===== config.mk =====
export PLATFORM = sky130hd
export DESIGN_NAME = dtf_queue
export DESIGN_NICKNAME = d
export VERILOG_FILES = /design/src/rtl/dtf_pkg.sv /design/src/rtl/dtf_queue.sv
export SDC_FILE = /design/constraint.sdc
export NUM_CORES = 1
export LEC_CHECK = 0
export ABC_AREA = 1
export BUFFER_PORTS_ARGS = -buffer_cell sky130_fd_sc_hd__buf_2
export CAP_MARGIN = 20
export CORE_MARGIN = 4
export CORE_UTILIZATION = 40
export DETAILED_ROUTE_END_ITERATION = 10
export SLEW_MARGIN = 5
export SYNTH_ARGS = -nofsm -noshare
export SYNTH_HDL_FRONTEND = slang
export SYNTH_SLANG_ARGS = --single-unit

===== constraint.sdc =====
create_clock -name clk -period 2.65 [get_ports clk]
set_input_delay 0.1325 -clock clk [delete_from_list [all_inputs] [get_ports clk]]
set_output_delay 0.1325 -clock clk [all_outputs]
set_load 0.02 [all_outputs]

===== src/rtl/dtf_pkg.sv =====
`timescale 1ns / 1ps

package dtf_pkg;

  // Widths of the request and result fields.
  localparam int OP_W     = 3;
  localparam int ROW_W    = 3;
  localparam int COL_W    = 4;
  localparam int NUM_W    = 17;
  localparam int CODE_W   = 8;

  // Magnitude and BCD conversion geometry.
  localparam int MAG_W    = 16;
  localparam int DIGITS   = 5;
  localparam int BCD_W    = 4 * DIGITS;
  localparam int STEP_W   = $clog2(MAG_W);
  localparam int POS_W    = 3;
  localparam int DIG_IX_W = 3;

  localparam int FIELD_WIDE = 6;

  // Display command bases for the four rows.
  localparam logic [CODE_W-1:0] ROW1_BASE = 8'h80;
  localparam logic [CODE_W-1:0] ROW2_BASE = 8'h90;
  localparam logic [CODE_W-1:0] ROW3_BASE = 8'h88;
  localparam logic [CODE_W-1:0] ROW4_BASE = 8'h98;

  localparam logic [CODE_W-1:0] ASCII_ZERO  = 8'h30;
  localparam logic [CODE_W-1:0] ASCII_SPACE = 8'h20;
  localparam logic [CODE_W-1:0] ASCII_PLUS  = 8'h2B;
  localparam logic [CODE_W-1:0] ASCII_MINUS = 8'h2D;

  localparam logic [MAG_W-1:0] SIGNED_MAX = 16'd32767;
  localparam logic [MAG_W-1:0] SHORT_MAX  = 16'd999;

  // Formatting modes, equal to the request op codes.
  typedef enum logic [OP_W-1:0] {
    MODE_PLAIN   = 3'd0,
    MODE_RIGHT   = 3'd1,
    MODE_LEFT    = 3'd2,
    MODE_SIGNED5 = 3'd3,
    MODE_SIGNED3 = 3'd4
  } fmt_mode_t;

  typedef enum logic [1:0] {
    ST_IDLE,
    ST_CONV,
    ST_EMIT
  } back_state_t;

  // A classified request as it travels from the front to the back.
  typedef struct packed {
    fmt_mode_t          mode;
    logic               has_addr;
    logic [CODE_W-1:0]  addr_code;
    logic               neg;
    logic [MAG_W-1:0]   mag;
  } fe_req_t;

endpackage


===== src/rtl/dtf_queue.sv =====
`timescale 1ns / 1ps

module dtf_queue import dtf_pkg::*; #(
  parameter int DEPTH = 2
) (
  input  logic    clk,
  input  logic    rst_n,
  input  logic    push,
  input  fe_req_t push_req,
  output logic    full,
  input  logic    pop,
  output logic    empty,
  output fe_req_t head
);

  localparam int PTR_W = (DEPTH > 1) ? $clog2(DEPTH) : 1;
  localparam int CNT_W = $clog2(DEPTH + 1);

  fe_req_t            entries_r [DEPTH];
  logic [PTR_W-1:0]   wr_ptr_r, wr_ptr_nxt;
  logic [PTR_W-1:0]   rd_ptr_r, rd_ptr_nxt;
  logic [CNT_W-1:0]   cnt_r, cnt_nxt;

  assign full  = (cnt_r == CNT_W'(DEPTH));
  assign empty = (cnt_r == '0);
  assign head  = entries_r[rd_ptr_r];

  always_comb begin
    wr_ptr_nxt = wr_ptr_r;
    rd_ptr_nxt = rd_ptr_r;
    cnt_nxt    = cnt_r;
    if (push) begin
      wr_ptr_nxt = (wr_ptr_r == PTR_W'(DEPTH - 1)) ? '0 : wr_ptr_r + 1'b1;
    end
    if (pop) begin
      rd_ptr_nxt = (rd_ptr_r == PTR_W'(DEPTH - 1)) ? '0 : rd_ptr_r + 1'b1;
    end
    if (push && !pop) begin
      cnt_nxt = cnt_r + 1'b1;
    end else if (pop && !push) begin
      cnt_nxt = cnt_r - 1'b1;
    end
  end

  always_ff @(posedge clk) begin
    if (!rst_n) begin
      wr_ptr_r <= '0;
      rd_ptr_r <= '0;
      cnt_r    <= '0;
    end else begin
      wr_ptr_r <= wr_ptr_nxt;
      rd_ptr_r <= rd_ptr_nxt;
      cnt_r    <= cnt_nxt;
    end
  end

  always_ff @(posedge clk) begin
    if (push) begin
      entries_r[wr_ptr_r] <= push_req;
    end
  end

  a_no_overflow: assert property (@(posedge clk) disable iff (!rst_n)
    !(push && full && !pop))
    else $error("request written into a full queue");

  a_no_underflow: assert property (@(posedge clk) disable iff (!rst_n)
    pop |-> !empty)
    else $error("request taken from an empty queue");

  a_count_tracks: assert property (@(posedge clk) disable iff (!rst_n)
    (push && !pop) |=> cnt_r == $past(cnt_r) + 1'b1)
    else $error("queue fill count lost a write");

endmodule


* Word level (Yosys, flattened, before mapping) *
Memories as Yosys holds them, arrays and structs flattened. A register that Yosys moved wholly into a read port is not among the register bits.
Cells that the tools add are included.

word-level totals
  bits of input ports = 33
  bits in writable memories = 58
  memories = 1
  output and inout port bits = 31
  flip-flop bits (word level) = 4
  word-level logic and storage cells = 23

memories
  memory     words  bits a word  rd ports  clocked after Yosys merged registers in  wr ports  line             RTL
  entries_r  2      29           1         1                                        1         dtf_queue.sv:19  fe_req_t entries_r [DEPTH];

cells by class
  equality and inequality tests = 1
  mux-type cells = 8
  reduce and logical (&&, ||, !) cells = 6
  $add $sub $neg = 4

operator list
  kind                   number
  $mux W1                6
  $mux W2                2
  $add A1 B1 Y1 const B  2
  $add A2 B1 Y2 const B  1
  $eq A2 B2 Y1 const B   1
  $logic_and A1 B1 Y1    2
  $logic_not A1 Y1       2
  $logic_not A2 Y1       1
  $reduce_bool A2 Y1     1
  $sub A2 B1 Y2 const B  1

* Longest topological paths before layout *
Gate-level depths: netlist of the first run.

  depth after elaboration = 4
  depth in mapped cells = 8
  depth with buffers taken out = 8

* Worst setup path after synthesis of the first run *
OpenSTA, ideal clock, no wires.

  path type = register to register
  start = register wr_ptr_r
  end = memory entries_r[0][0] in the netlist's numbering (enable)
  library setup time = 0.415 ns
  setup slack = 0.681 ns
  stages on the path, launching flop included = 2
  data arrival time = 1.553 ns
  buffers on the path = 0
  period minus slack after synthesis = 1.969 ns
  data required time = 2.235 ns
  cells stage by stage = dfxtp_1 -> nor2_1

RTL lines
  element                   line             RTL
  start: declaration        dtf_queue.sv:20  logic [PTR_W-1:0] wr_ptr_r, wr_ptr_nxt;
  start signal: assignment  dtf_queue.sv:51  wr_ptr_r <= wr_ptr_nxt;
  end: declaration          dtf_queue.sv:19

Straight into the memory's write port.

==> results.yml, run 1 <==
synth:
  yosys_warnings: 0
  synth.most_common_cell: "edfxtp_1"
  synth.top_cells.by_area: "edfxtp_1 (74%), mux2_2 (9.1%), mux2_4 (6.4%)"
  netlist_area_um2: 2360
  synthesis.nets: 159
  ys_seq_elements: 63
  synth_top_cell_by_area: "edfxtp_1"
  yosysSeqAreaShare_pct: 78.0
  synth.top_cell.area_share_pct: 73.8
  syn-instance-count: 125
  synth-edff-count: 58
  synthArstFlopShare_pct: 0
  synth_common_cells: "edfxtp_1 (58), mux2_2 (19), mux2_4 (10)"
  synth_flop_cell: "edfxtp_1"
  avgSynthCellArea_um2: 18.9
  synth_cell_types: 14
route:
  viasPerCell: 4.56
  drt-initial-drc-count: 82
  ant_nets: 0
  drcViolationCount: 0
  wl_mm: 4.47
  vias: 1376
  firstDrtPassIters: 4
  avgRoutedWirePerCell_um: 14.8
cells_and_area:
  fillerInstances: 485
  utilization_pct: 57.2
  syn2layout_area_growth_pct: 35.8
  final_layout_size_suffix_gt1_share_pct: 47.8
  nets: 259
  n_antenna_cell: 0
  instances_no_fill: 302
floorplanning:
  die_h_um: 84.8
  rows: 27
  die_area_um2: 7200
  core_um2: 5610
  die_w_um: 84.8
  start_util_pct: 42.1
  io_pins: 64
place:
  io_buffers: 63
  dp_slack_ns: 0.986
  place.gp.congestion: 0.727
  place_inst: 260
  post-dp-hpwl_mm: 3.10
critical_path:
  crit_chain: "buf_4 > mux2_2 > buf_2"
  path_buf_inv: 2
  start_kind: "register"
  cp_data_arrival_time_ns: 1.83
  required_ns: 2.52
  critPathMaxStageDelay_ns: 0.58
  cpMaxStageDelayCell: "dfxtp_1"
  crit_path_end_kind: "output pin"
  cp_max_fo: 20
  crit_family: "flip-flops"
  critPathKind: "register to output pin"
global_routing:
  grt_max_degree: 30
  grt_use_total_pct: 13.2
  grt_overflow: 0
  first_global_vias: 1533
  antenna_found_initial: 0
  grt_pass1_wl_mm: 7.19
sta:
  fin_setup_tns_ns: 0
  setup_ws_ns: 0.687
  hold_viol_final: 0
  fin_crit_sh_pct: 74.1
  final_max_slew_viol_count: 0
  finalSetupViolations: 0
  finClkSkew_ns: 0.00437
  relSlewSlack_pct: 43.3
  fin_crit_ns: 1.96
  fmax_mhz: 509
  rsz0062_at_grt: "no"
  max_slew.worst_pin.slew_ns: 0.849
power:
  power_density_nw_per_um2: 675
  p_leak_nw: 1.29
  vdd.ir_drop.worst_v: 0.000386
run:
  drv_cap: 0
run_status:
  status: "complete, no violations"
clock_tree:
  cts-root-buf: "clkbuf_8"
  cts_tree: "done"
  cts.clk_slew.worst_paths_ns: 0.06
  clk_latency_ns: 0.32
  numCtsBuffers: 9
  clock_sinks: 63
  cts_buffer_depth: 2
  post_cts_buffers: 0
  htreeDepth: 3
worst_hold_path:
  hold_class: "input pin to register"
[stage by stage]
stage               cell area [µm²]  total power, mW  hold WS [ns]
detailed placement             2770             1.44         0.324
floorplan                      2360             1.35         0.231
global placement               2770             1.43         0.321
CTS                            3160             2.18      0.000479
global route                   3210             2.26       0.00383
finish                         3210             2.16        0.0147
[cell usage in the layout, fill, tap and decap left out, types with 5 or more instances in the layout]
| master | synthesis | final |
|---|---|---|
| edfxtp_1 | 58 | 58 |
| nor2_1 | 9 | 8 |
| dlygate4sd3_1 | 0 | 26 |
| buf_2 | 1 | 63 |
| dfxtp_1 | 5 | 5 |
| mux2_2 | 19 | 19 |
| nand2_1 | 8 | 8 |
| clkbuf_8 | 0 | 11 |
| inv_1 | 8 | 8 |
| mux2_4 | 10 | 10 |
[cell type report]
type	count	area [µm²]	area share, %
clock buffers	13	159	4.96
clock inverters	3	17.5	0.546
inverters	8	30.0	0.937
multi-input cells	51	469	14.6
flip-flops and latches	63	1840	57.5
well taps	72	90.1	2.81
repair buffers	92	598	18.7
[state kept, by name, summed over array words and instances (netlist names), named ones only]
signal / flops
cnt_r: 2
entries_r: 58
wr_ptr_r: 1
rd_ptr_r: 1
[worst paths after layout]
check,from,slack (ns),cells after the start,to
setup / recovery,register,0.69,3,head[14]
hold / removal,push_req[18],0.01,1,entries_r[0][18]$_DFFE_PP_
setup reg to reg,wr_ptr_r$_SDFFE_PN0P_,1.18,3,entries_r[1][15]$_DFFE_PP_
hold reg to reg,rd_ptr_r$_SDFFE_PN0P_,0.53,2,register
[worst reg2reg max path: cells and delay by family (launching register included)]
family	cells	cell delay [ns]
simple gates	1	0.09
flops	1	0.40
buf+inv	2	0.69
[where the power goes]
part	switching [mW]	internal [mW]	leakage (nW)
Combinational	0.150	0.130	0.613
Clock	0.327	0.388	0.0894
Sequential	0.0208	1.15	0.586
Total	0.498	1.67	1.29
[logic make-up after synthesis]
| family | count (synthesis) | synth area share, % |
|---|---|---|
| DFF | 63 | 78.0 |
| muxes | 29 | 15.4 |
| and+or+nand+nor | 19 | 3.18 |
| buffers and inverters | 11 | 2.44 |
| AOI/OAI and AO/OA | 2 | 0.424 |
| adders and majority gates | 1 | 0.530 |
[timing repair]
item                                    in CTS  in global routing
resized for setup                            0                  0
endpoints found under the setup margin       0                  0
hold buffers                                21                  5
endpoints found under the hold margin       40                  8
[per-layer routing]
| layer | GRT usage [%] | vias up | share of wire (%) |
|---|---|---|---|
| li1 | - | 665 | - |
| met1 | 14.4 | 661 | 39 |
| met2 | 22.8 | 44 | 53 |
| met3 | 5.05 | 6 | 6.2 |
| met4 | 6.04 | 0 | 1.4 |
| met5 | 0 | - | 0 |
Power figures use the tool's default switching activity.
==> inputs of run 2 (changes only) <==
PLACE_DENSITY = 0.66   (was unset)
clock period = 1.8 ns   (was 2.65 ns; I/O delays follow)
==> run 2 against run 1 <==
Compared with the run above:
- wire length is 4.0% lower
- critical path depth unchanged
- via count is 0.80% higher
- final area grew 3.0%
- flip-flop and latch count unchanged
- global-route usage is 0.42 points lower
- worst setup slack got worse by 0.52 ns
- cell count rose by 1.7%
- utilization is 1.7 points higher
- critical path type unchanged
==> results.yml, run 2 (synthesis gave the netlist of run 1 again) <==
route:
  viasPerCell: 4.52
  avgRoutedWirePerCell_um: 14.0
  firstDrtPassIters: 3
  wl_mm: 4.29
  ant_nets: 0
  vias: 1387
  drt-initial-drc-count: 67
  drcViolationCount: 0
sta:
  finalSetupViolations: 0
  final_max_slew_viol_count: 0
  rsz0062_at_grt: "no"
  finClkSkew_ns: 0.00246
  fin_setup_tns_ns: 0
  hold_viol_final: 0
  fmax_mhz: 613
  fin_crit_sh_pct: 90.6
  relSlewSlack_pct: 76.2
  fin_crit_ns: 1.63
  max_slew.worst_pin.slew_ns: 0.357
cells_and_area:
  final_cell_mix: "buf_2 (63), edfxtp_1 (58), dlygate4sd3_1 (29), mux2_2 (19), mux2_4 (10)"
  top_register: "entries_r"
  largest_registers: "entries_r (58), cnt_r (2)"
  syn2layout_area_growth_pct: 39.9
  final_common_cell: "buf_2"
  instances_no_fill: 307
  fillerInstances: 462
  regArea_um2: 1840
  multi_input_area_um2: 464
  largest_reg_flops: 58
  utilization_pct: 58.9
  nets: 265
  final_layout_size_suffix_gt1_share_pct: 47.7
  n_antenna_cell: 0
floorplanning:
  core_um2: 5610
  start_util_pct: 42.1
  io_pins: 64
  rows: 27
  die_h_um: 84.8
  die_area_um2: 7200
  die_w_um: 84.8
critical_path:
  crit_path_end_kind: "output pin"
  reg2reg_depth: 3
  cp_data_arrival_time_ns: 1.54
  required_ns: 1.71
  cp_max_fo: 22
  r2r_slack_ns: 0.66
  start_kind: "register"
  reg2reg_from: "wr_ptr_r$_SDFFE_PN0P_"
  r2r-end: "entries_r[1][22]$_DFFE_PP_"
  critPathKind: "register to output pin"
run:
  drv_cap: 0
clock_tree:
  cts_buffer_depth: 2
  clock_sinks: 63
  clk_latency_ns: 0.32
  cts-root-buf: "clkbuf_8"
  cts_resized: 0
  cts_tree: "done"
  cts.clk_slew.worst_paths_ns: 0.06
  htreeDepth: 3
  post_cts_buffers: 0
  numCtsBuffers: 9
worst_hold_path:
  worstHoldStart: "rst_n"
  holdPathStages: 3
  hold_class: "input pin to register"
  hold_path_end: "cnt_r[1]$_SDFFE_PN0P_"
power:
  power_density_nw_per_um2: 1070
  p_leak_nw: 1.34
  power.total_mw: 3.53
  vdd.ir_drop.worst_v: 0.000697
place:
  place.gp.congestion: 0.718
  post-dp-hpwl_mm: 2.81
  place_inst: 263
  io_buffers: 63
global_routing:
  grt_max_degree: 23
  grt_overflow: 0
  grt_use_total_pct: 12.8
  first_global_vias: 1429
  antenna_found_initial: 0
  grt_pass1_wl_mm: 6.90
run_status:
  status: "complete, no violations"
## run 2: changes by cell type in the layout (fill, tap and decap cells not counted), moves of 2 or more
cell | before | now
dlygate4sd3_1 | 26 | 29
bufinv_16 | 0 | 3
clkbuf_8 | 11 | 9
buf_4 | 3 | 6
## run 2: report_power, final
group	switching [mW]	internal [mW]
clock network	0.482	0.911
registers	0.0221	1.69
logic	0.225	0.201
total	0.729	2.80
## run 2: worst max-delay path, cell delays in order, from the launching register on
cell and delay [ns]:
dfxtp_1 0.33, buf_4 0.33, mux2_2 0.39, buf_2 0.16
## run 2: how the worst max path moves through the flow
stage,from,end,slack (ns),cells past startpoint
3_3_place_gp,register,head[17],0.51,3
2_1_floorplan,wr_ptr_r$_SDFFE_PN0P_,entries_r[0][0]$_DFFE_PP_,0.30,1
6_report,register,head[17],0.17,3
4_1_cts,register,head[17],0.14,3
5_1_grt,register,head[17],0.09,3
3_5_place_dp,register,head[17],0.50,3
## run 2: metrics by stage
stage	hold slack, ns	setup WS [ns]	area, µm²
2_1_floorplan	0.189	0.302	2360
3_3_place_gp	0.277	0.507	2790
3_5_place_dp	0.282	0.498	2790
4_1_cts	0.0139	0.144	3300
5_1_grt	0.0330	0.0906	3300
6_report	0.0329	0.169	3300
## run 2: area by class of cell
class                   instances  share of cell area [%]
clock buffers                  11                    3.98
repair buffers                 98                    19.7
well taps                      72                    2.73
inverters                       8                   0.909
multi-input cells              51                    14.1
flip-flops and latches         63                    55.8
clock inverters                 4                    2.88
## run 2: what timing repair did
item,CTS,global route
hold buffers,29,0
endpoints found under the setup margin,0,0
endpoints found under the hold margin,58,0
## run 2: routing by layer
metal	share of wire (%)	vias to the layer above	wire length (µm)	GRT usage [%]
met5	0	-	0	0
met4	1.2	0	53	6.04
met3	5.5	6	235	3.30
met2	49	45	2090	21.3
met1	45	664	1920	15.7
li1	-	672	-	-
