## config.mk

```make
export PLATFORM = sky130hd
export DESIGN_NAME = dtf_back
export DESIGN_NICKNAME = d
export VERILOG_FILES = /design/src/rtl/dtf_pkg.sv /design/src/rtl/dtf_back.sv
export SDC_FILE = /design/constraint.sdc
export NUM_CORES = 1
export LEC_CHECK = 0
export BUFFER_PORTS_ARGS = -buffer_cell sky130_fd_sc_hd__buf_2
export CORE_AREA = 2 2 107 109
export DETAILED_ROUTE_END_ITERATION = 12
export DIE_AREA = 0 0 109 111
export GPL_TIMING_DRIVEN = 0
export SETUP_SLACK_MARGIN = 0.15
export SYNTH_ARGS = -nofsm -noshare
export SYNTH_HDL_FRONTEND = slang
export SYNTH_SLANG_ARGS = --single-unit
```

## constraint.sdc

```tcl
create_clock -name clk -period 9.4 [get_ports clk]
set_input_delay 0.94 -clock clk [delete_from_list [all_inputs] [get_ports clk]]
set_output_delay 0.94 -clock clk [all_outputs]
set_load 0.02 [all_outputs]
```

## src/rtl/dtf_pkg.sv

```systemverilog
`timescale 1ns / 1ps

package dtf_pkg;

  // Widths of the request and result fields.
  localparam int OP_W     = 3;
  localparam int ROW_W    = 3;
  localparam int COL_W    = 4;
  localparam int NUM_W    = 17;
  localparam int CODE_W   = 8;

  // Magnitude and BCD conversion geometry.
  localparam int MAG_W    = 16;
  localparam int DIGITS   = 5;
  localparam int BCD_W    = 4 * DIGITS;
  localparam int STEP_W   = $clog2(MAG_W);
  localparam int POS_W    = 3;
  localparam int DIG_IX_W = 3;

  localparam int FIELD_WIDE = 6;

  // Display command bases for the four rows.
  localparam logic [CODE_W-1:0] ROW1_BASE = 8'h80;
  localparam logic [CODE_W-1:0] ROW2_BASE = 8'h90;
  localparam logic [CODE_W-1:0] ROW3_BASE = 8'h88;
  localparam logic [CODE_W-1:0] ROW4_BASE = 8'h98;

  localparam logic [CODE_W-1:0] ASCII_ZERO  = 8'h30;
  localparam logic [CODE_W-1:0] ASCII_SPACE = 8'h20;
  localparam logic [CODE_W-1:0] ASCII_PLUS  = 8'h2B;
  localparam logic [CODE_W-1:0] ASCII_MINUS = 8'h2D;

  localparam logic [MAG_W-1:0] SIGNED_MAX = 16'd32767;
  localparam logic [MAG_W-1:0] SHORT_MAX  = 16'd999;

  // Formatting modes, equal to the request op codes.
  typedef enum logic [OP_W-1:0] {
    MODE_PLAIN   = 3'd0,
    MODE_RIGHT   = 3'd1,
    MODE_LEFT    = 3'd2,
    MODE_SIGNED5 = 3'd3,
    MODE_SIGNED3 = 3'd4
  } fmt_mode_t;

  typedef enum logic [1:0] {
    ST_IDLE,
    ST_CONV,
    ST_EMIT
  } back_state_t;

  // A classified request as it travels from the front to the back.
  typedef struct packed {
    fmt_mode_t          mode;
    logic               has_addr;
    logic [CODE_W-1:0]  addr_code;
    logic               neg;
    logic [MAG_W-1:0]   mag;
  } fe_req_t;

endpackage

```

## src/rtl/dtf_back.sv

```systemverilog
`timescale 1ns / 1ps

module dtf_back import dtf_pkg::*; (
  input  logic              clk,
  input  logic              rst_n,
  input  logic              q_valid,
  input  fe_req_t           q_req,
  output logic              q_pop,
  output logic              out_valid,
  input  logic              out_ready,
  output logic              out_is_data,
  output logic [CODE_W-1:0] out_code,
  output logic              out_last
);

  back_state_t        state_r, state_nxt;
  fmt_mode_t          mode_r, mode_nxt;
  logic               has_addr_r, has_addr_nxt;
  logic [CODE_W-1:0]  addr_code_r, addr_code_nxt;
  logic               neg_r, neg_nxt;
  logic [MAG_W-1:0]   bin_r, bin_nxt;
  logic [BCD_W-1:0]   bcd_r, bcd_nxt;
  logic [STEP_W-1:0]  step_r, step_nxt;
  logic [POS_W-1:0]   pos_r, pos_nxt;

  logic               out_valid_r, out_valid_nxt;
  logic               out_is_data_r, out_is_data_nxt;
  logic [CODE_W-1:0]  out_code_r, out_code_nxt;
  logic               out_last_r, out_last_nxt;

  logic [BCD_W-1:0]    bcd_adj;
  logic [DIG_IX_W-1:0] lz;
  logic [DIG_IX_W-1:0] n_dig;
  logic [POS_W-1:0]    total;
  logic [POS_W-1:0]    j;
  logic                load;
  logic                byte_data;
  logic [CODE_W-1:0]   byte_code;
  logic                byte_last;
  logic [CODE_W-1:0]   sign_char;

  function automatic logic [CODE_W-1:0] digit_char(input logic [BCD_W-1:0] bcd,
                                                   input logic [DIG_IX_W-1:0] ix);
    logic [3:0] d;
    case (ix)
      3'd0:    d = bcd[19:16];
      3'd1:    d = bcd[15:12];
      3'd2:    d = bcd[11:8];
      3'd3:    d = bcd[7:4];
      default: d = bcd[3:0];
    endcase
    return ASCII_ZERO | CODE_W'(d);
  endfunction

  // Double-dabble correction: any digit of five or more gets three added.
  always_comb begin
    for (int i = 0; i < DIGITS; i++) begin
      bcd_adj[4*i +: 4] = (bcd_r[4*i +: 4] >= 4'd5) ? bcd_r[4*i +: 4] + 4'd3
                                                     : bcd_r[4*i +: 4];
    end
  end

  // Leading zero digits, capped so that at least one digit is printed.
  always_comb begin
    if (bcd_r[19:16] != 4'd0) begin
      lz = 3'd0;
    end else if (bcd_r[15:12] != 4'd0) begin
      lz = 3'd1;
    end else if (bcd_r[11:8] != 4'd0) begin
      lz = 3'd2;
    end else if (bcd_r[7:4] != 4'd0) begin
      lz = 3'd3;
    end else begin
      lz = 3'd4;
    end
    n_dig = DIG_IX_W'(DIGITS) - lz;
  end

  assign sign_char = neg_r ? ASCII_MINUS : ASCII_PLUS;
  assign j         = pos_r - POS_W'(has_addr_r);

  // Byte at the current position of the run.
  always_comb begin
    unique case (mode_r)
      MODE_PLAIN:   total = POS_W'(has_addr_r) + POS_W'(n_dig);
      MODE_RIGHT,
      MODE_LEFT:    total = POS_W'(has_addr_r) + POS_W'(FIELD_WIDE);
      MODE_SIGNED5: total = POS_W'(FIELD_WIDE + 1);
      default:      total = POS_W'(4);
    endcase

    byte_data = 1'b1;
    byte_code = ASCII_SPACE;
    if (has_addr_r && pos_r == '0) begin
      byte_data = 1'b0;
      byte_code = addr_code_r;
    end else begin
      unique case (mode_r)
        MODE_PLAIN: begin
          byte_code = digit_char(bcd_r, lz + j);
        end
        MODE_RIGHT: begin
          if (j != '0 && (j - 1'b1) >= lz) begin
            byte_code = digit_char(bcd_r, j - 1'b1);
          end
        end
        MODE_LEFT: begin
          if (j < n_dig) begin
            byte_code = digit_char(bcd_r, lz + j);
          end
        end
        MODE_SIGNED5: begin
          if (j == '0) begin
            byte_code = sign_char;
          end else if (j != POS_W'(FIELD_WIDE)) begin
            byte_code = digit_char(bcd_r, j - 1'b1);
          end
        end
        default: begin
          if (j == '0) begin
            byte_code = sign_char;
          end else begin
            byte_code = digit_char(bcd_r, j + 1'b1);
          end
        end
      endcase
    end
    byte_last = (pos_r == total - 1'b1);
  end

  assign load = (state_r == ST_EMIT) && (!out_valid_r || out_ready);

  always_comb begin
    state_nxt       = state_r;
    mode_nxt        = mode_r;
    has_addr_nxt    = has_addr_r;
    addr_code_nxt   = addr_code_r;
    neg_nxt         = neg_r;
    bin_nxt         = bin_r;
    bcd_nxt         = bcd_r;
    step_nxt        = step_r;
    pos_nxt         = pos_r;
    q_pop           = 1'b0;
    out_valid_nxt   = out_ready ? 1'b0 : out_valid_r;
    out_is_data_nxt = out_is_data_r;
    out_code_nxt    = out_code_r;
    out_last_nxt    = out_last_r;

    unique case (state_r)
      ST_IDLE: begin
        if (q_valid) begin
          q_pop         = 1'b1;
          mode_nxt      = q_req.mode;
          has_addr_nxt  = q_req.has_addr;
          addr_code_nxt = q_req.addr_code;
          neg_nxt       = q_req.neg;
          bin_nxt       = q_req.mag;
          bcd_nxt       = '0;
          step_nxt      = '0;
          pos_nxt       = '0;
          state_nxt     = ST_CONV;
        end
      end
      ST_CONV: begin
        bcd_nxt  = {bcd_adj[BCD_W-2:0], bin_r[MAG_W-1]};
        bin_nxt  = {bin_r[MAG_W-2:0], 1'b0};
        step_nxt = step_r + 1'b1;
        if (step_r == STEP_W'(MAG_W - 1)) begin
          state_nxt = ST_EMIT;
        end
      end
      ST_EMIT: begin
        if (load) begin
          out_valid_nxt   = 1'b1;
          out_is_data_nxt = byte_data;
          out_code_nxt    = byte_code;
          out_last_nxt    = byte_last;
          pos_nxt         = pos_r + 1'b1;
          if (byte_last) begin
            state_nxt = ST_IDLE;
          end
        end
      end
      default: begin
        state_nxt = ST_IDLE;
      end
    endcase
  end

  always_ff @(posedge clk) begin
    if (!rst_n) begin
      state_r     <= ST_IDLE;
      out_valid_r <= 1'b0;
    end else begin
      state_r     <= state_nxt;
      out_valid_r <= out_valid_nxt;
    end
  end

  always_ff @(posedge clk) begin
    mode_r        <= mode_nxt;
    has_addr_r    <= has_addr_nxt;
    addr_code_r   <= addr_code_nxt;
    neg_r         <= neg_nxt;
    bin_r         <= bin_nxt;
    bcd_r         <= bcd_nxt;
    step_r        <= step_nxt;
    pos_r         <= pos_nxt;
    out_is_data_r <= out_is_data_nxt;
    out_code_r    <= out_code_nxt;
    out_last_r    <= out_last_nxt;
  end

  assign out_valid   = out_valid_r;
  assign out_is_data = out_is_data_r;
  assign out_code    = out_code_r;
  assign out_last    = out_last_r;

  a_bcd_digits: assert property (@(posedge clk) disable iff (!rst_n)
    state_r == ST_EMIT |-> (bcd_r[19:16] <= 4'd9) && (bcd_r[15:12] <= 4'd9) &&
                           (bcd_r[11:8] <= 4'd9) && (bcd_r[7:4] <= 4'd9) &&
                           (bcd_r[3:0] <= 4'd9))
    else $error("conversion left a digit above nine");

  a_pos_in_run: assert property (@(posedge clk) disable iff (!rst_n)
    state_r == ST_EMIT |-> pos_r < total)
    else $error("byte position ran past the end of the run");

  a_last_ends_run: assert property (@(posedge clk) disable iff (!rst_n)
    (load && byte_last) |=> state_r == ST_IDLE && out_valid && out_last)
    else $error("final byte did not close the request");

endmodule
```

### Word level (Yosys, flattened, before mapping)

Index checks and enable logic that the tools add are counted.

* add/subtract/negate cells: 15
* $lt $le $gt $ge: 7
* equality and inequality tests: 21
* muxes and demuxes: 41
* reductions and logical operators: 25

Operators by type and width (count)
* $pmux 4 s4: 3
* $pmux 20 s2: 1
* $pmux 16 s2: 1
* $mux 5: 5
* $eq 3x2->1 const B: 8
* $mux 3: 8
* $ge 4x3->1 const B: 5
* $mux 20: 1
* $mux 4: 5
* $pmux 5 s4: 1
* $logic_not 3->1: 6
* $add 4x2->4 const B: 4
* $mux 16: 1
* $reduce_bool 4->1: 4
* $eq 3x1->1 const B: 4
* $pmux 3 s3: 1
* $mux 2: 4
* $mux 8: 1
* $ne 2x2->1 const B: 4
* $pmux 4 s2: 1
* $add 3x1->3 const B: 2
* $mux 1: 6
* $pmux 2 s3: 1
* $pmux 3 s2: 1
* other kinds (25): 31

* register bits after elaboration: 69
* input port bits: 33
* output and inout bits: 12

### Longest topological paths before layout

* depth after elaboration: 13
* mapped depth: 14

### Worst setup path before layout

OpenSTA, ideal clock, no wires.

* path kind: register -> register
* start point: register bcd_r[8]
* end point: register out_code_r[2] (netlist: out_code[2]) (data pin)
* setup time: 0.261 ns
* arrival time: 3.455 ns
* slack: 5.684 ns
* cell stages (with the launch flop): 15
* buffers on the path: 0
* clock period less this slack: 3.716 ns
* path through: edfxtp_1 -> inv_1 -> ha_1 -> nor3b_1 -> inv_1 -> o21ai_0 -> nand2_1 -> inv_1 -> ha_1 -> inv_1 -> fa_1 -> mux4_2 -> nor4b_1 -> mux2_1 -> o32a_1

* cells in the longest elaborated chain, start to end: 10
* elaborated cells between the ends (all ways): 18

Ends and longest elaborated chain
* from (decl): RTL line dtf_back.sv:22 `logic [BCD_W-1:0] bcd_r, bcd_nxt;`
* from (signal assigned): RTL line dtf_back.sv:206 `bcd_r <= bcd_nxt;`
* $reduce_bool 4->1 *: RTL line dtf_back.sv:69 `end else if (bcd_r[11:8] != 4'd0) begin`
* $mux 3 *: RTL line dtf_back.sv:69
* $mux 3 *: RTL line dtf_back.sv:67 `end else if (bcd_r[15:12] != 4'd0) begin`
* $mux 3 *: RTL line dtf_back.sv:65 `if (bcd_r[19:16] != 4'd0) begin`
* $add 3x3->3: RTL line dtf_back.sv:100, dtf_back.sv:109
* $eq 3x2->1 (tied with other cells): RTL line dtf_back.sv:45 `case (ix)`
* $pmux 4 s4: RTL line dtf_back.sv:45
* $mux 5: RTL line dtf_back.sv:108 `if (j < n_dig) begin`
* $pmux 5 s4 *: RTL line dtf_back.sv:98 `unique case (mode_r)`
* $mux 8 *: RTL line dtf_back.sv:94 `if (has_addr_r && pos_r == '0) begin`
* via byte_code[2]: RTL line dtf_back.sv:38 `logic [CODE_W-1:0] byte_code;`
* to (signal assigned): RTL line dtf_back.sv:210 `out_code_r <= out_code_nxt;`
* to (decl): RTL line dtf_back.sv:28 `logic [CODE_W-1:0] out_code_r, out_code_nxt;`

Mark *: on every way through the listed nets, which the timed path passes. The rest lies on a longest branch.
A chain may end at the register's enable or synchronous reset.

### Worst setup path in the final report

Ends and elaborated chain as after synthesis.

==> impl_metrics.tcl <==
set metrics [dict create \
    num_antenna_cells 0 \
    async_reset_ff_share_pct 0 \
    worstSetupStartpointType "register" \
    grt_max_degree 41 \
    ant_nets 0 \
    rsz0062_at_grt "false" \
    hold_viol 0 \
    finalSetupViolCount 0 \
    synth_edf_count 66 \
    ctsHoldBuffers 0 \
    drt-initial-drc-count 175 \
    dp_hpwl_mm 6.65 \
    antenna_found_initial 0 \
    peakVddDrop_mv 0.0929 \
    cp_max_fo 6 \
    cts_tree "built" \
    placed_cells 592 \
    syn-cell-area_sq_um 4290 \
    ys.flop_type "edfxtp_1" \
    yosys_warnings 0 \
    via_per_inst 5.19 \
    worst_pin_slew_ps 946 \
    stdcell_count 607 \
    design_area_sq_um 4960 \
    htreeDepth 3 \
    ys_top_cells_by_area "edfxtp_1 46%, ha_1 9.6%, nand2_1 5.8%" \
    yosysTopAreaCell "edfxtp_1" \
    synthCells 405 \
    area_delta_synth_final_pct 15.6 \
    period_needed_ps 4180 \
    wirelength_mm 9.06 \
    synth.avg_cell_area_sq_um 10.6 \
    grt_pass1_vias 3187 \
    initial_utilization_pct 38.7 \
    path_class "reg2reg" \
    syn-num-nets 472 \
    p_per_area_nw_per_um2 186 \
    cts_buffers 9 \
    final_core_util_pct 44.8 \
    cts_sinks 69 \
    slew_headroom_pct 36.7 \
    grt_pass1_wl_mm 15.5 \
    layout_commonest_cell "edfxtp_1" \
    io_buffers 44 \
    die_width_um 109 \
    final_max_slew_viol_count 0 \
    status "complete, no violations" \
    io_pins 45 \
    layout_common_cells "66 x edfxtp_1, 65 x nand2_1, 44 x buf_2" \
    clockBufferDepth 2 \
    routedWlPerCell_um 14.9 \
    clk_latency_ps 330 \
    die_area_sq_um 12100 \
    post_cts_resize_count 0 \
    endpoint_kind "register" \
    finalSetupTns_ps 0 \
    maxCapViolCount 0 \
    ys_ff_latch 69 \
    dpl_cell_area_sq_um 4690 \
    min_path_type "reg2reg" \
    clock.fmax_mhz 239 \
    root_buffer "clkbuf_16" \
    required_ps 9480 \
    hold_ws_ps 515 \
    fin_nets 527 \
    fin_skew_ps 6.16 \
    yosysTopAreaCellShare_pct 46.2 \
    track_usage_pct 16.3 \
    row_count 39 \
    cts.clk_slew.worst_paths_ps 60 \
    grt.overflow.total 0 \
    place.gp.congestion 0.835 \
    core_area_sq_um 11100 \
    dr.pass1.iters 4 \
    fp.dieH_um 111 \
    drive_gt1_share_pct 17.0 \
    critPathArrivalTime_ps 4260 \
    vias 3150 \
    total_leakage_power_nw 1.99 \
    drc 0 \
    ys_seq_area_share_pct 47.6 \
    finalCritPeriodShare_pct 44.5 \
    ys_types 55 \
    postCtsSetupBuffers 0 \
]
metal layers:
layer	global-route usage, %	up-vias	wire length [um]
li1	-	1564	-
met1	21.0	1493	4020
met2	26.7	80	4450
met3	4.23	13	470
met4	5.21	0	121
met5	0	-	0
final cells by class:
type                            count  area, sq um
Buffer                             17         82.6
Tap cell                          143          179
Clock buffer                       10          229
Timing Repair Buffer               44          220
Clock inverter                      5         37.5
Multi-Input combinational cell    297         2090
Fill cell                        1061         6120
Sequential cell                    69         2040
Inverter                           22         82.6
path summary, 6_finish.rpt:
| check | from | slack, ps | endpoint | cells after the start |
|---|---|---|---|---|
| worst max-delay path | bcd_r[8]$_SDFFCE_PN0P_ | 5220 | out_code[2]$_DFFE_PP_ | 14 |
| worst min-delay path | addr_code_r[5]$_DFFE_PP_ | 520 | out_code[5]$_SDFFCE_PN1P_ | 1 |
| worst max register to register | bcd_r[8]$_SDFFCE_PN0P_ | 5220 | out_code[2]$_DFFE_PP_ | 14 |
| worst min register to register | addr_code_r[5]$_DFFE_PP_ | 520 | out_code[5]$_SDFFCE_PN1P_ | 1 |
synth_stat cells (all sizes together), types with 2 or more instances:
| master | number |
|---|---|
| a2111oi | 2 |
| a211oi | 3 |
| a21boi | 3 |
| a21oi | 24 |
| a221oi | 4 |
| a22o | 5 |
| a22oi | 8 |
| a31oi | 3 |
| and2 | 10 |
| and3b | 2 |
| buf | 6 |
| clkbuf | 11 |
| dfxtp | 3 |
| edfxtp | 66 |
| ha | 33 |
| inv | 21 |
| mux2i | 4 |
| mux4 | 4 |
| nand2 | 66 |
| nand2b | 13 |
| nand3 | 4 |
| nor2 | 32 |
| nor2b | 5 |
| nor3 | 9 |
| nor3b | 4 |
| nor4 | 4 |
| nor4b | 5 |
| o21ai | 12 |
| o2bb2ai | 2 |
| or2 | 4 |
| xnor2 | 13 |
| xor2 | 6 |
through the flow:
step	setup slack, ps	power [mW]
final	5220	0.922
after global routing	4930	0.974
after global placement	5220	0.609
after detailed placement	5200	0.615
after CTS	5180	0.932
after floorplan	5680	0.559
state kept, by name, summed over array words and instances (netlist names):
register and count:
bcd_r 20, bin_r 16, addr_code_r 8, out_code 8
step_r 4, mode_r 3, pos_r 3, state_r 2
has_addr_r 1, neg_r 1, out_is_data 1, out_last 1
out_valid 1
critical path, cell delays in order, from the launching register on:
cell,delay (ps)
edfxtp_1,470
inv_1,150
ha_1,150
nor3b_1,550
inv_1,80
o21ai_0,170
nand2_1,130
inv_1,90
ha_1,150
inv_1,50
fa_1,640
mux4_2,560
nor4b_1,150
mux2_1,290
o32a_1,290
where the power goes:
group          total, mW  switching, mW  leakage, nW  internal (mW)
Sequential         0.402         0.0271        0.678          0.375
Clock              0.312          0.134        0.125          0.178
Combinational      0.207          0.118         1.19         0.0893
cell families after synthesis:
family,share of synthesized area [%]
AO/OA/AOI/OAI,11.5
XOR/XNOR,5.25
adder cells (fa/ha/maj),10.1
buffers and inverters,3.85
flip-flops,47.6
multiplexers,3.29
AND/OR/NAND/NOR,18.4
No activity file was read; power rests on OpenSTA's default activity.
