$ cat src/rtl/dtf_pkg.sv
`timescale 1ns / 1ps

package dtf_pkg;

  // Widths of the request and result fields.
  localparam int OP_W     = 3;
  localparam int ROW_W    = 3;
  localparam int COL_W    = 4;
  localparam int NUM_W    = 17;
  localparam int CODE_W   = 8;

  // Magnitude and BCD conversion geometry.
  localparam int MAG_W    = 16;
  localparam int DIGITS   = 5;
  localparam int BCD_W    = 4 * DIGITS;
  localparam int STEP_W   = $clog2(MAG_W);
  localparam int POS_W    = 3;
  localparam int DIG_IX_W = 3;

  localparam int FIELD_WIDE = 6;

  // Display command bases for the four rows.
  localparam logic [CODE_W-1:0] ROW1_BASE = 8'h80;
  localparam logic [CODE_W-1:0] ROW2_BASE = 8'h90;
  localparam logic [CODE_W-1:0] ROW3_BASE = 8'h88;
  localparam logic [CODE_W-1:0] ROW4_BASE = 8'h98;

  localparam logic [CODE_W-1:0] ASCII_ZERO  = 8'h30;
  localparam logic [CODE_W-1:0] ASCII_SPACE = 8'h20;
  localparam logic [CODE_W-1:0] ASCII_PLUS  = 8'h2B;
  localparam logic [CODE_W-1:0] ASCII_MINUS = 8'h2D;

  localparam logic [MAG_W-1:0] SIGNED_MAX = 16'd32767;
  localparam logic [MAG_W-1:0] SHORT_MAX  = 16'd999;

  // Formatting modes, equal to the request op codes.
  typedef enum logic [OP_W-1:0] {
    MODE_PLAIN   = 3'd0,
    MODE_RIGHT   = 3'd1,
    MODE_LEFT    = 3'd2,
    MODE_SIGNED5 = 3'd3,
    MODE_SIGNED3 = 3'd4
  } fmt_mode_t;

  typedef enum logic [1:0] {
    ST_IDLE,
    ST_CONV,
    ST_EMIT
  } back_state_t;

  // A classified request as it travels from the front to the back.
  typedef struct packed {
    fmt_mode_t          mode;
    logic               has_addr;
    logic [CODE_W-1:0]  addr_code;
    logic               neg;
    logic [MAG_W-1:0]   mag;
  } fe_req_t;

endpackage

$ cat src/rtl/dtf_front.sv
`timescale 1ns / 1ps

module dtf_front import dtf_pkg::*; (
  input  logic                    in_valid,
  output logic                    in_ready,
  input  logic [OP_W-1:0]         in_op,
  input  logic [ROW_W-1:0]        in_row,
  input  logic [COL_W-1:0]        in_col,
  input  logic signed [NUM_W-1:0] in_number,
  input  logic                    q_full,
  output logic                    q_push,
  output fe_req_t                 q_req
);

  logic                    op_ok;
  logic                    row_ok;
  logic [CODE_W-1:0]       row_base;
  logic signed [NUM_W-1:0] clamped;
  logic [NUM_W-1:0]        negated;
  logic [MAG_W-1:0]        smag;

  // Requests with an unknown mode are taken and dropped.
  assign in_ready = !q_full;
  assign q_push   = in_valid && !q_full && op_ok;

  always_comb begin
    row_ok = 1'b1;
    unique case (in_row)
      3'd1:    row_base = ROW1_BASE;
      3'd2:    row_base = ROW2_BASE;
      3'd3:    row_base = ROW3_BASE;
      3'd4:    row_base = ROW4_BASE;
      default: begin
        row_base = ROW1_BASE;
        row_ok   = 1'b0;
      end
    endcase
  end

  // Signed path: saturate to the 16-bit signed range, then take the magnitude.
  always_comb begin
    if (in_number > $signed(NUM_W'(SIGNED_MAX))) begin
      clamped = $signed(NUM_W'(SIGNED_MAX));
    end else if (in_number < -$signed(NUM_W'(32768))) begin
      clamped = -$signed(NUM_W'(32768));
    end else begin
      clamped = in_number;
    end
    negated = NUM_W'(-clamped);
    smag    = in_number[NUM_W-1] ? negated[MAG_W-1:0] : clamped[MAG_W-1:0];
  end

  always_comb begin
    op_ok           = 1'b1;
    q_req.mode      = fmt_mode_t'(in_op);
    q_req.has_addr  = 1'b0;
    q_req.addr_code = row_base | CODE_W'(in_col - 1'b1);
    q_req.neg       = 1'b0;
    q_req.mag       = '0;
    unique case (in_op) inside
      MODE_PLAIN, MODE_RIGHT, MODE_LEFT: begin
        q_req.has_addr = row_ok && (in_col != '0);
        q_req.mag      = in_number[NUM_W-1] ? '0 : in_number[MAG_W-1:0];
      end
      MODE_SIGNED5: begin
        q_req.neg = in_number[NUM_W-1];
        q_req.mag = smag;
      end
      MODE_SIGNED3: begin
        q_req.neg = in_number[NUM_W-1];
        q_req.mag = (smag > SHORT_MAX) ? SHORT_MAX : smag;
      end
      default: begin
        op_ok = 1'b0;
      end
    endcase
  end

endmodule

$ cat config.mk
export PLATFORM = sky130hd
export DESIGN_NAME = dtf_front
export DESIGN_NICKNAME = d
export VERILOG_FILES = /design/src/rtl/dtf_pkg.sv /design/src/rtl/dtf_front.sv
export SDC_FILE = /design/constraint.sdc
export NUM_CORES = 1
export LEC_CHECK = 0
export BUFFER_PORTS_ARGS = -buffer_cell sky130_fd_sc_hd__buf_2
export CORE_MARGIN = 3
export CORE_UTILIZATION = 53
export DETAILED_ROUTE_END_ITERATION = 8
export GPL_ROUTABILITY_DRIVEN = 0
export GPL_TIMING_DRIVEN = 0
export PLACE_DENSITY = 0.95
export SYNTH_ARGS = -nofsm -noshare
export SYNTH_HDL_FRONTEND = slang
export SYNTH_SLANG_ARGS = --single-unit
export TNS_END_PERCENT = 5
$ cat constraint.sdc
create_clock -name vclk -period 10.3
set_clock_uncertainty 0.2 [all_clocks]
set_input_delay 0.515 -clock vclk [all_inputs]
set_output_delay 0.515 -clock vclk [all_outputs]
set_load 0.02 [all_outputs]
---- After elaboration in Yosys (flattened, before gate mapping) ----
Index checks and enable logic that the tools add are counted.
word-level totals
  logic and storage cells ................. 35
  bits in registers ....................... 0
  bits of input ports ..................... 29
  output and inout port bits .............. 31
operators by class
  $lt $le $gt $ge ......................... 3
  equal/unequal tests ..................... 8
  multiplexer cells ....................... 11
  add/sub/neg operators ................... 2
  bitwise gates (word level) .............. 1
  reduce and logical (&&, ||, !) cells .... 10
operators with widths
  cell                                                                            number
  16-bit 2-to-1 mux                                                               5
  16-bit case mux with 3 select lines                                             1
  17-bit by 16-bit > comparator with 1-bit output, second input constant          1
  17-bit by 16-bit less-than comparator with 1-bit output, second input constant  1
  16-bit by 10-bit > comparator with 1-bit output, second input constant          1
  16-bit negation                                                                 1
  5-bit case mux with 3 select lines                                              1
  3-bit by 2-bit equality test with 1-bit output, second input constant           4
  8-bit bitwise OR                                                                1
  3-bit by 1-bit equality test with 1-bit output, second input constant           2
  3-bit equality test, second input constant                                      2
  5-bit OR reduction                                                              1
  4-bit by 1-bit subtractor with 5-bit output, second input constant              1
  1-bit 2-to-1 mux                                                                4
  4-bit nonzero test                                                              1
  4-bit OR reduction                                                              1
  1-bit logical AND                                                               3
  3-bit logical NOT                                                               1
  3-bit OR reduction                                                              1
  2-bit OR reduction                                                              1
  1-bit logical NOT                                                               1

---- Logic depth before layout (Yosys ltp) ----
Gate-level depths: netlist of the first run.
  depth after elaboration ................. 8
  gate-level depth with buffers ........... 12
  mapped depth without buffers ............ 11

---- Worst setup path before layout of the first run ----
OpenSTA, ideal clock, no wires.
  kind .................................... input to output
  start ................................... input port in_number[16]
  end ..................................... output port q_req[3] (netlist bit)
  data arrival time ....................... 3.389 ns
  required time ........................... 9.585 ns
  setup slack ............................. 6.196 ns
  cell stages on the path ................. 12
  cell sequence ........................... clkbuf_1 > clkbuf_1 > nand2_1 > a21oi_1 > ha_1 > nor3b_1 > o22ai_1 > or3_1 > a2111oi_0 > a31oi_2 > and2_4 > a221o_1
RTL lines
  what                line             RTL
  start: declaration  dtf_front.sv:9   input logic signed [NUM_W-1:0] in_number,
  end: declaration    dtf_front.sv:12  output fe_req_t q_req

==> flow_metrics.py, run 1 <==
metrics = {
    "worst_setup_path": {
        "path_cells": "buf_2, clkbuf_1, clkinv_1, nor2_1, a21oi_1, ha_1, nand2_1, o22ai_1, or3_1, a2111oi_0, a31oi_2, and2_4, a221o_1, buf_2",
        "critical_path_class": "in2out",
        "cp_common_cell": "buf_2",
        "worstPathArrival_ps": 4240,
        "worstSetupEndpoint": "q_req[3]",
        "cp-startpoint": "in_number[15]",
        "critPathCaptureType": "output port",
        "cp_slowest_stage_delay_ps": 540,
        "crit_path_max_fanout": 10,
        "required_ps": 9590,
        "startpoint_type": "input pin",
        "cpMaxStageDelayCell": "a2111oi_0",
        "crit_family": "compound AO/OA/AOI/OAI gates",
        "critPathBufInv": 4,
        "crit_cells": 14,
    },
    "pwr": {
        "seqPwrFrac_pct": 0,
        "combPwrFrac_pct": 100.0,
        "switching_share_pct": 62.9,
        "cellLeakagePower_nw": 0.711,
        "power_density_nw_per_um2": 48.3,
        "vdd_drop_max_mv": 0.0361,
        "switchingPower_mw": 0.0467,
        "p_int_mw": 0.0276,
        "p_clk_share_pct": 0,
    },
    "timing": {
        "final.period_utilization_pct": 48.1,
        "period_minus_slack_ps": 4960,
        "tns_ps": 0,
        "rsz0062_at_grt": "no",
        "relSlewSlack_pct": 23.3,
        "tightestPinTransition_ps": 1140,
        "finalSetupViolations": 0,
        "finalHoldViolations": 0,
        "fmax_mhz": 202,
        "drv_slew": 0,
    },
    "floorplanning": {
        "coreArea_um2": 2060,
        "die_y_um": 53.9,
        "pin_count": 60,
        "die-width_um": 53.9,
        "die_area_um2": 2900,
        "initial_utilization_pct": 58.9,
        "num_rows": 16,
    },
    "finish": {
        "instances_no_fill": 282,
        "nets": 289,
        "regArea_um2": 0,
        "areaGrowthSynthToFinish_pct": 26.7,
        "fillers": 169,
        "finalInstanceArea_um2": 1540,
        "final_util_pct": 74.6,
        "n_antenna_cell": 0,
        "clkbuf_count": 0,
        "drive_above_1_share_pct": 30.6,
        "layout_common_cells": "59 x buf_2, 19 x nor2_1, 18 x nand2_1, 16 x o21ai_0, 15 x a21oi_1",
        "final_common_cell": "buf_2",
        "seq_cells": 0,
    },
    "synthesis": {
        "synth_nets": 229,
        "netlist_area_um2": 1210,
        "yosysTopAreaCell": "o21ai_0",
        "synth_area_leaders": "o21ai_0 6.6%, a21oi_1 6.2%, nor2_1 5.9%",
        "synthCells": 197,
        "synth_fa_ha_area_share_pct": 3.09,
        "ys_types": 62,
        "synthMuxAreaShare_pct": 0,
        "avgSynthCellArea_um2": 6.17,
        "yosysSeqAreaShare_pct": 0,
        "synth-compound-area-share_pct": 47.2,
        "synth_top_area_share_pct": 6.59,
        "synth_xor_area_share_pct": 2.88,
        "yosys_warnings": 0,
        "synth_top_family_by_area": "compound AO/OA/AOI/OAI gates",
        "synthSimpleGateAreaFrac_pct": 36.3,
    },
    "grt": {
        "grt_max_degree": 11,
        "track_usage_pct": 28.8,
        "antenna_found_initial": 0,
        "grt-ovfl-total": 0,
        "grt_pass1_wl_mm": 6.50,
        "grt_pass1_vias": 1491,
    },
    "detailed_routing": {
        "wl_mm": 4.14,
        "drt_iter0_drc": 119,
        "vias": 1795,
        "routedWlPerCell_um": 14.7,
        "ant_nets": 0,
        "drc": 0,
        "firstDrtPassIters": 4,
        "viasPerCell": 6.37,
    },
    "placed_design": {
        "placed_area_um2": 1540,
        "dp.cells": 282,
        "hpwl_mm": 3.16,
        "numPortBuffers": 58,
    },
    "flow_run": {
        "drv_cap": 0,
    },
    "clocking": {
        "cts_resized": 0,
        "ctsHoldBuffers": 0,
        "post_cts_buffers": 0,
    },
    "outcome": {
        "status": "complete, no violations",
    },
    "worst_hold_path": {
        "hp-class": "in2out",
    },
}
==> power by group through the flow <==
stage,Sequential [mW],Combinational [mW],Clock [mW]
2_1_floorplan,0,0.0472,0
3_3_place_gp,0,0.0711,0
3_5_place_dp,0,0.0725,0
4_1_cts,0,0.0728,0
5_1_grt,0,0.0805,0
6_report,0,0.0743,0
==> logic make-up after synthesis <==
logic type / after synthesis
AND/OR/NAND/NOR: 81
AO/OA/AOI/OAI: 80
buffers and inverters: 28
XOR/XNOR: 4
adder cells (fa/ha/maj): 3
other: 1
==> worst min path at each step <==
| stage | from | to | depth (start not counted) |
|---|---|---|---|
| after floorplan | q_full | in_ready | 1 |
| final | q_full | in_ready | 3 |
| after CTS | q_full | in_ready | 3 |
| after global routing | q_full | in_ready | 3 |
| after detailed placement | q_full | in_ready | 3 |
| after global placement | q_full | in_ready | 3 |
==> synthesized netlist by cell type, drive strengths merged, types with 3 or more instances <==
cell type / n
a2111oi: 3
a21o: 3
a21oi: 16
a221o: 7
a31oi: 8
and2: 5
buf: 7
clkbuf: 11
ha: 3
inv: 8
nand2: 18
nand2b: 3
nand3: 4
nor2: 20
nor3: 6
nor4: 5
o21ai: 16
o22ai: 4
or2: 3
or3: 6
==> area by class of cell <==
cell class | count | area (um^2) | share of cell area [%]
Inverter | 10 | 37.5 | 2.44
Timing Repair Buffer | 58 | 290 | 18.9
Tap cell | 27 | 33.8 | 2.20
Multi-Input combinational cell | 169 | 1090 | 70.8
Buffer | 18 | 87.6 | 5.69
==> layer usage <==
metal / track usage (%) / part of all wire [%] / vias to the layer above
li1: - / - / 869
met4: 5.11 / 1.6 / 0
met2: 49.0 / 44 / 130
met3: 2.49 / 14 / 12
met1: 39.4 / 40 / 784
met5: 0 / 0 / -
==> through the flow <==
stage | setup slack, ps | hold WS [ps] | total power, mW
after floorplan | 6200 | 911 | 0.0472
after global placement | 5430 | 1080 | 0.0711
after detailed placement | 5480 | 1090 | 0.0725
after CTS | 5460 | 1090 | 0.0728
after global routing | 5090 | 1100 | 0.0805
final | 5340 | 1090 | 0.0743
(Power assumes the default switching activity.)
==> run 2: changes to the inputs <==
CORE_UTILIZATION = 45   (was 53)
PLACE_DENSITY = 0.89   (was 0.95)
clock period = 4.4 ns   (was 10.3 ns; I/O delays follow)
==> flow_metrics.py, run 2 (synthesized netlist as in run 1, its figures left out) <==
metrics = {
    "worst_setup_path": {
        "critical_path_class": "in2out",
        "worstPathArrival_ps": 3670,
        "crit_path_max_fanout": 10,
        "critPathCaptureType": "output port",
        "startpoint_type": "input pin",
        "required_ps": 3980,
    },
    "placed_design": {
        "hpwl_mm": 3.21,
        "placed_area_um2": 1540,
        "pre_cts_ws_ps": 158,
        "numPortBuffers": 58,
    },
    "finish": {
        "n_antenna_cell": 0,
        "areaGrowthSynthToFinish_pct": 27.2,
        "layout_common_cells": "59 x buf_2, 19 x nor2_1, 18 x nand2_1, 16 x o21ai_0, 15 x a21oi_1",
        "multi_input_comb_area_um2": 1090,
        "fillers": 259,
        "final_util_pct": 61.3,
        "regArea_um2": 0,
        "drive_above_1_share_pct": 31.5,
        "clkbuf_count": 0,
        "seq_cells": 0,
        "finalInstanceArea_um2": 1550,
        "final_common_cell": "buf_2",
        "nets": 288,
    },
    "floorplanning": {
        "die_y_um": 58.0,
        "num_rows": 18,
        "coreArea_um2": 2520,
        "die_area_um2": 3360,
        "initial_utilization_pct": 48.2,
        "pin_count": 60,
        "die-width_um": 58.0,
    },
    "grt": {
        "top_usage_layer": "met2",
        "track_usage_pct": 23.1,
        "met1_usage_pct": 31.4,
        "grtUsageMet3_pct": 0.668,
        "grt_pass1_vias": 1510,
        "antenna_found_initial": 0,
        "grt-ovfl-total": 0,
        "grt_pass1_wl_mm": 6.50,
        "grt_max_degree": 11,
        "grt_util_met2_pct": 40.8,
    },
    "timing": {
        "finalHoldViolations": 0,
        "tightestPinTransition_ps": 1070,
        "relSlewSlack_pct": 28.3,
        "tns_ps": 0,
        "drv_slew": 0,
        "rsz0062_at_grt": "no",
        "setup_slack_ps": 310,
        "period_minus_slack_ps": 4090,
        "finalSetupViolations": 0,
        "final.period_utilization_pct": 93.0,
        "fmax_mhz": 244,
    },
    "detailed_routing": {
        "routedWlPerCell_um": 14.4,
        "viasPerCell": 6.23,
        "ant_nets": 0,
        "wl_mm": 4.10,
        "firstDrtPassIters": 4,
        "drt_iter0_drc": 130,
        "drc": 0,
        "vias": 1770,
    },
    "worst_hold_path": {
        "whs_path_depth": 3,
        "hp-class": "in2out",
    },
    "pwr": {
        "total_power_mw": 0.173,
        "cellLeakagePower_nw": 0.711,
        "vdd_drop_max_mv": 0.0729,
        "power_density_nw_per_um2": 112,
    },
    "flow_run": {
        "drv_cap": 0,
    },
    "outcome": {
        "status": "complete, no violations",
    },
}
==> run 2: cell count changes in the layout (fill, tap and decap cells not counted), sizes merged <==
cell      delta
clkbuf       -1
clkinv       -1
clkinvlp     +1
==> run 2: area by class of cell <==
type | instances | area share (%)
well taps | 30 | 2.43
inverters | 10 | 2.67
plain buffers | 17 | 5.51
multi-input cells | 169 | 70.6
repair buffers | 58 | 18.8
==> run 2: per-stage QoR <==
stage / std cells / hold slack (ps)
final: 284 / 494
after global routing: 284 / 520
after CTS: 285 / 495
after detailed placement: 285 / 496
after global placement: 285 / 489
after floorplan: 197 / 321
==> run 2: power breakdown <==
group	internal (mW)	total [mW]	switching, mW
registers	0	0	0
clock network	0	0	0
logic	0.0648	0.173	0.108
==> run 2: what timing repair did <==
| item | 4_1_cts | 5_1_grt |
|---|---|---|
| gates resized for setup | 0 | 4 |
| hold buffers | 0 | 0 |
| setup endpoints to repair | 0 | 10 |
| endpoints found under the hold margin | 0 | 0 |
| setup buffers | 0 | 0 |
==> run 2: per-layer routing <==
metal	part of all wire [%]	up-vias	wire length (um)
met5	0	-	0
met4	0.71	0	29
met3	10	4	414
met2	48	95	1980
met1	41	807	1680
li1	-	864	-
==> run 2: worst paths after layout <==
path,end,startpoint
worst max-delay path,q_req[3],in_number[16]
worst min-delay path,in_ready,q_full
==> run 2: worst max-delay path: stages <==
cell and delay [ps]:
buf_2 110, clkbuf_1 340, clkbuf_2 320, nand2_1 100, a21oi_1 200, ha_1 320, nor3b_1 220, o22ai_1 130
or3_1 370, a2111oi_1 460, a31oi_2 200, and2_4 180, a221o_1 320, buf_2 160
==> run 3: changes to the inputs <==
ABC_AREA = 1   (was unset)
CORE_UTILIZATION = 44   (was 45)
PLACE_DENSITY = 0.88   (was 0.89)
==> flow_metrics.py, run 3 <==
metrics = {
    "detailed_routing": {
        "drc": 0,
        "viasPerCell": 5.24,
        "routedWlPerCell_um": 10.9,
        "firstDrtPassIters": 4,
        "drt_iter0_drc": 70,
        "vias": 1741,
        "ant_nets": 0,
        "wl_mm": 3.61,
    },
    "synthesis": {
        "ys_types": 24,
        "yosysTopAreaCell": "nand2_1",
        "netlist_area_um2": 1160,
        "synth_area_leaders": "nand2_1 30%, nand3_1 14%, inv_1 11%",
        "yosysSeqAreaShare_pct": 0,
        "synthCells": 246,
        "synth_most_common_cell": "nand2_1",
        "yosys_warnings": 0,
        "yosys-top-cells-count": "93 x nand2_1, 35 x inv_1, 32 x nand3_1, 24 x nor2_1, 12 x o21ai_0",
        "synth_nets": 278,
        "synth_top_area_share_pct": 30.2,
        "avgSynthCellArea_um2": 4.70,
    },
    "floorplanning": {
        "die_area_um2": 3280,
        "initial_utilization_pct": 49.0,
        "coreArea_um2": 2360,
        "pin_count": 60,
        "die_y_um": 57.3,
        "die-width_um": 57.3,
        "num_rows": 17,
    },
    "pwr": {
        "vdd_drop_max_mv": 0.0712,
        "total_power_mw": 0.178,
        "cellLeakagePower_nw": 0.981,
        "power_density_nw_per_um2": 120,
    },
    "worst_setup_path": {
        "crit_family": "simple AND/OR/NAND/NOR gates",
        "critical_path_class": "in2out",
        "required_ps": 3980,
        "path_cells": "buf_6, inv_2, nand2_4, buf_6, inv_1, a21oi_1, ha_1, inv_1, a21oi_1, nand2_2, inv_1, nand3_1, nand2_1, nand2_1, nand2_1, nand2_1, nor2_1, nand3_1, nand2_2, o211ai_1, buf_2",
        "startpoint_type": "input pin",
        "critPathBufInv": 7,
        "cpMaxStageDelayCell": "a21oi_1",
        "crit_path_max_fanout": 10,
        "cp_slowest_stage_delay_ps": 230,
        "cp_common_cell": "nand2_1",
        "critPathCaptureType": "output port",
        "worstPathArrival_ps": 2750,
    },
    "finish": {
        "regArea_um2": 0,
        "finalInstanceArea_um2": 1480,
        "layout_common_cells": "93 x nand2_1, 59 x buf_2, 35 x inv_1, 32 x nand3_1, 24 x nor2_1",
        "n_antenna_cell": 0,
        "final_common_cell": "nand2_1",
        "instances_no_fill": 332,
        "nets": 338,
        "areaGrowthSynthToFinish_pct": 28.1,
        "clkbuf_count": 0,
        "drive_above_1_share_pct": 26.0,
        "seq_cells": 0,
    },
    "outcome": {
        "status": "complete, no violations",
    },
    "grt": {
        "grt_pass1_vias": 1575,
        "antenna_found_initial": 0,
        "top_usage_layer": "met2",
        "grtUsageMet3_pct": 1.36,
        "grt_pass1_wl_mm": 6.24,
        "track_usage_pct": 22.0,
        "grt_max_degree": 11,
        "grt-ovfl-total": 0,
        "met1_usage_pct": 28.8,
        "grt_util_met2_pct": 40.6,
    },
    "timing": {
        "drv_slew": 0,
        "period_minus_slack_ps": 3170,
        "finalSetupViolations": 0,
        "rsz0062_at_grt": "no",
        "tns_ps": 0,
        "finalHoldViolations": 0,
        "setup_slack_ps": 1230,
        "tightestPinTransition_ps": 551,
        "final.period_utilization_pct": 72.1,
        "relSlewSlack_pct": 63.3,
        "fmax_mhz": 315,
    },
    "placed_design": {
        "placed_area_um2": 1480,
        "pre_cts_ws_ps": 1280,
        "hpwl_mm": 2.98,
        "numPortBuffers": 58,
        "dp.cells": 332,
    },
    "worst_hold_path": {
        "hp-class": "in2out",
    },
    "flow_run": {
        "drv_cap": 0,
    },
    "clocking": {
        "post_cts_buffers": 0,
        "cts_resized": 0,
        "ctsHoldBuffers": 0,
    },
}
run 3: path summary, 6_finish.rpt:
check | from | to | slack [ps] | cells after the start
worst min-delay path | q_full | in_ready | 500 | 3
worst max-delay path | in_number[16] | q_req[8] | 1230 | 21
run 3: where the power goes:
group	internal, mW	leakage (nW)	switching, mW
clock network	0	0	0
registers	0	0	0
logic	0.0624	0.981	0.115
total	0.0624	0.981	0.115
run 3: logic make-up after synthesis:
| logic type | synth area share [%] |
|---|---|
| and+or+nand+nor | 61.8 |
| other | 0.324 |
| buffers and inverters | 19.2 |
| adders and majority gates | 3.24 |
| AOI/OAI and AO/OA | 13.1 |
| xor gates and xnor gates | 2.27 |
run 3: area by class of cell:
class | count | area [um^2]
Multi-Input combinational cell | 198 | 935
Buffer | 12 | 87.6
Timing Repair Buffer | 58 | 290
Inverter | 36 | 135
Fill cell | 257 | 878
Tap cell | 28 | 35.0
run 3: routing by layer:
| layer | vias to the layer above | share of wire [%] |
|---|---|---|
| met4 | 0 | 0.64 |
| met2 | 89 | 47 |
| met3 | 5 | 10 |
| met5 | - | 0 |
| li1 | 886 | - |
| met1 | 761 | 42 |
run 3: metrics by stage:
step,hold slack (ps),utilization [%]
2_1_floorplan,324,-
3_3_place_gp,494,62.8
3_5_place_dp,501,62.8
4_1_cts,503,62.8
5_1_grt,520,62.8
6_report,501,62.8
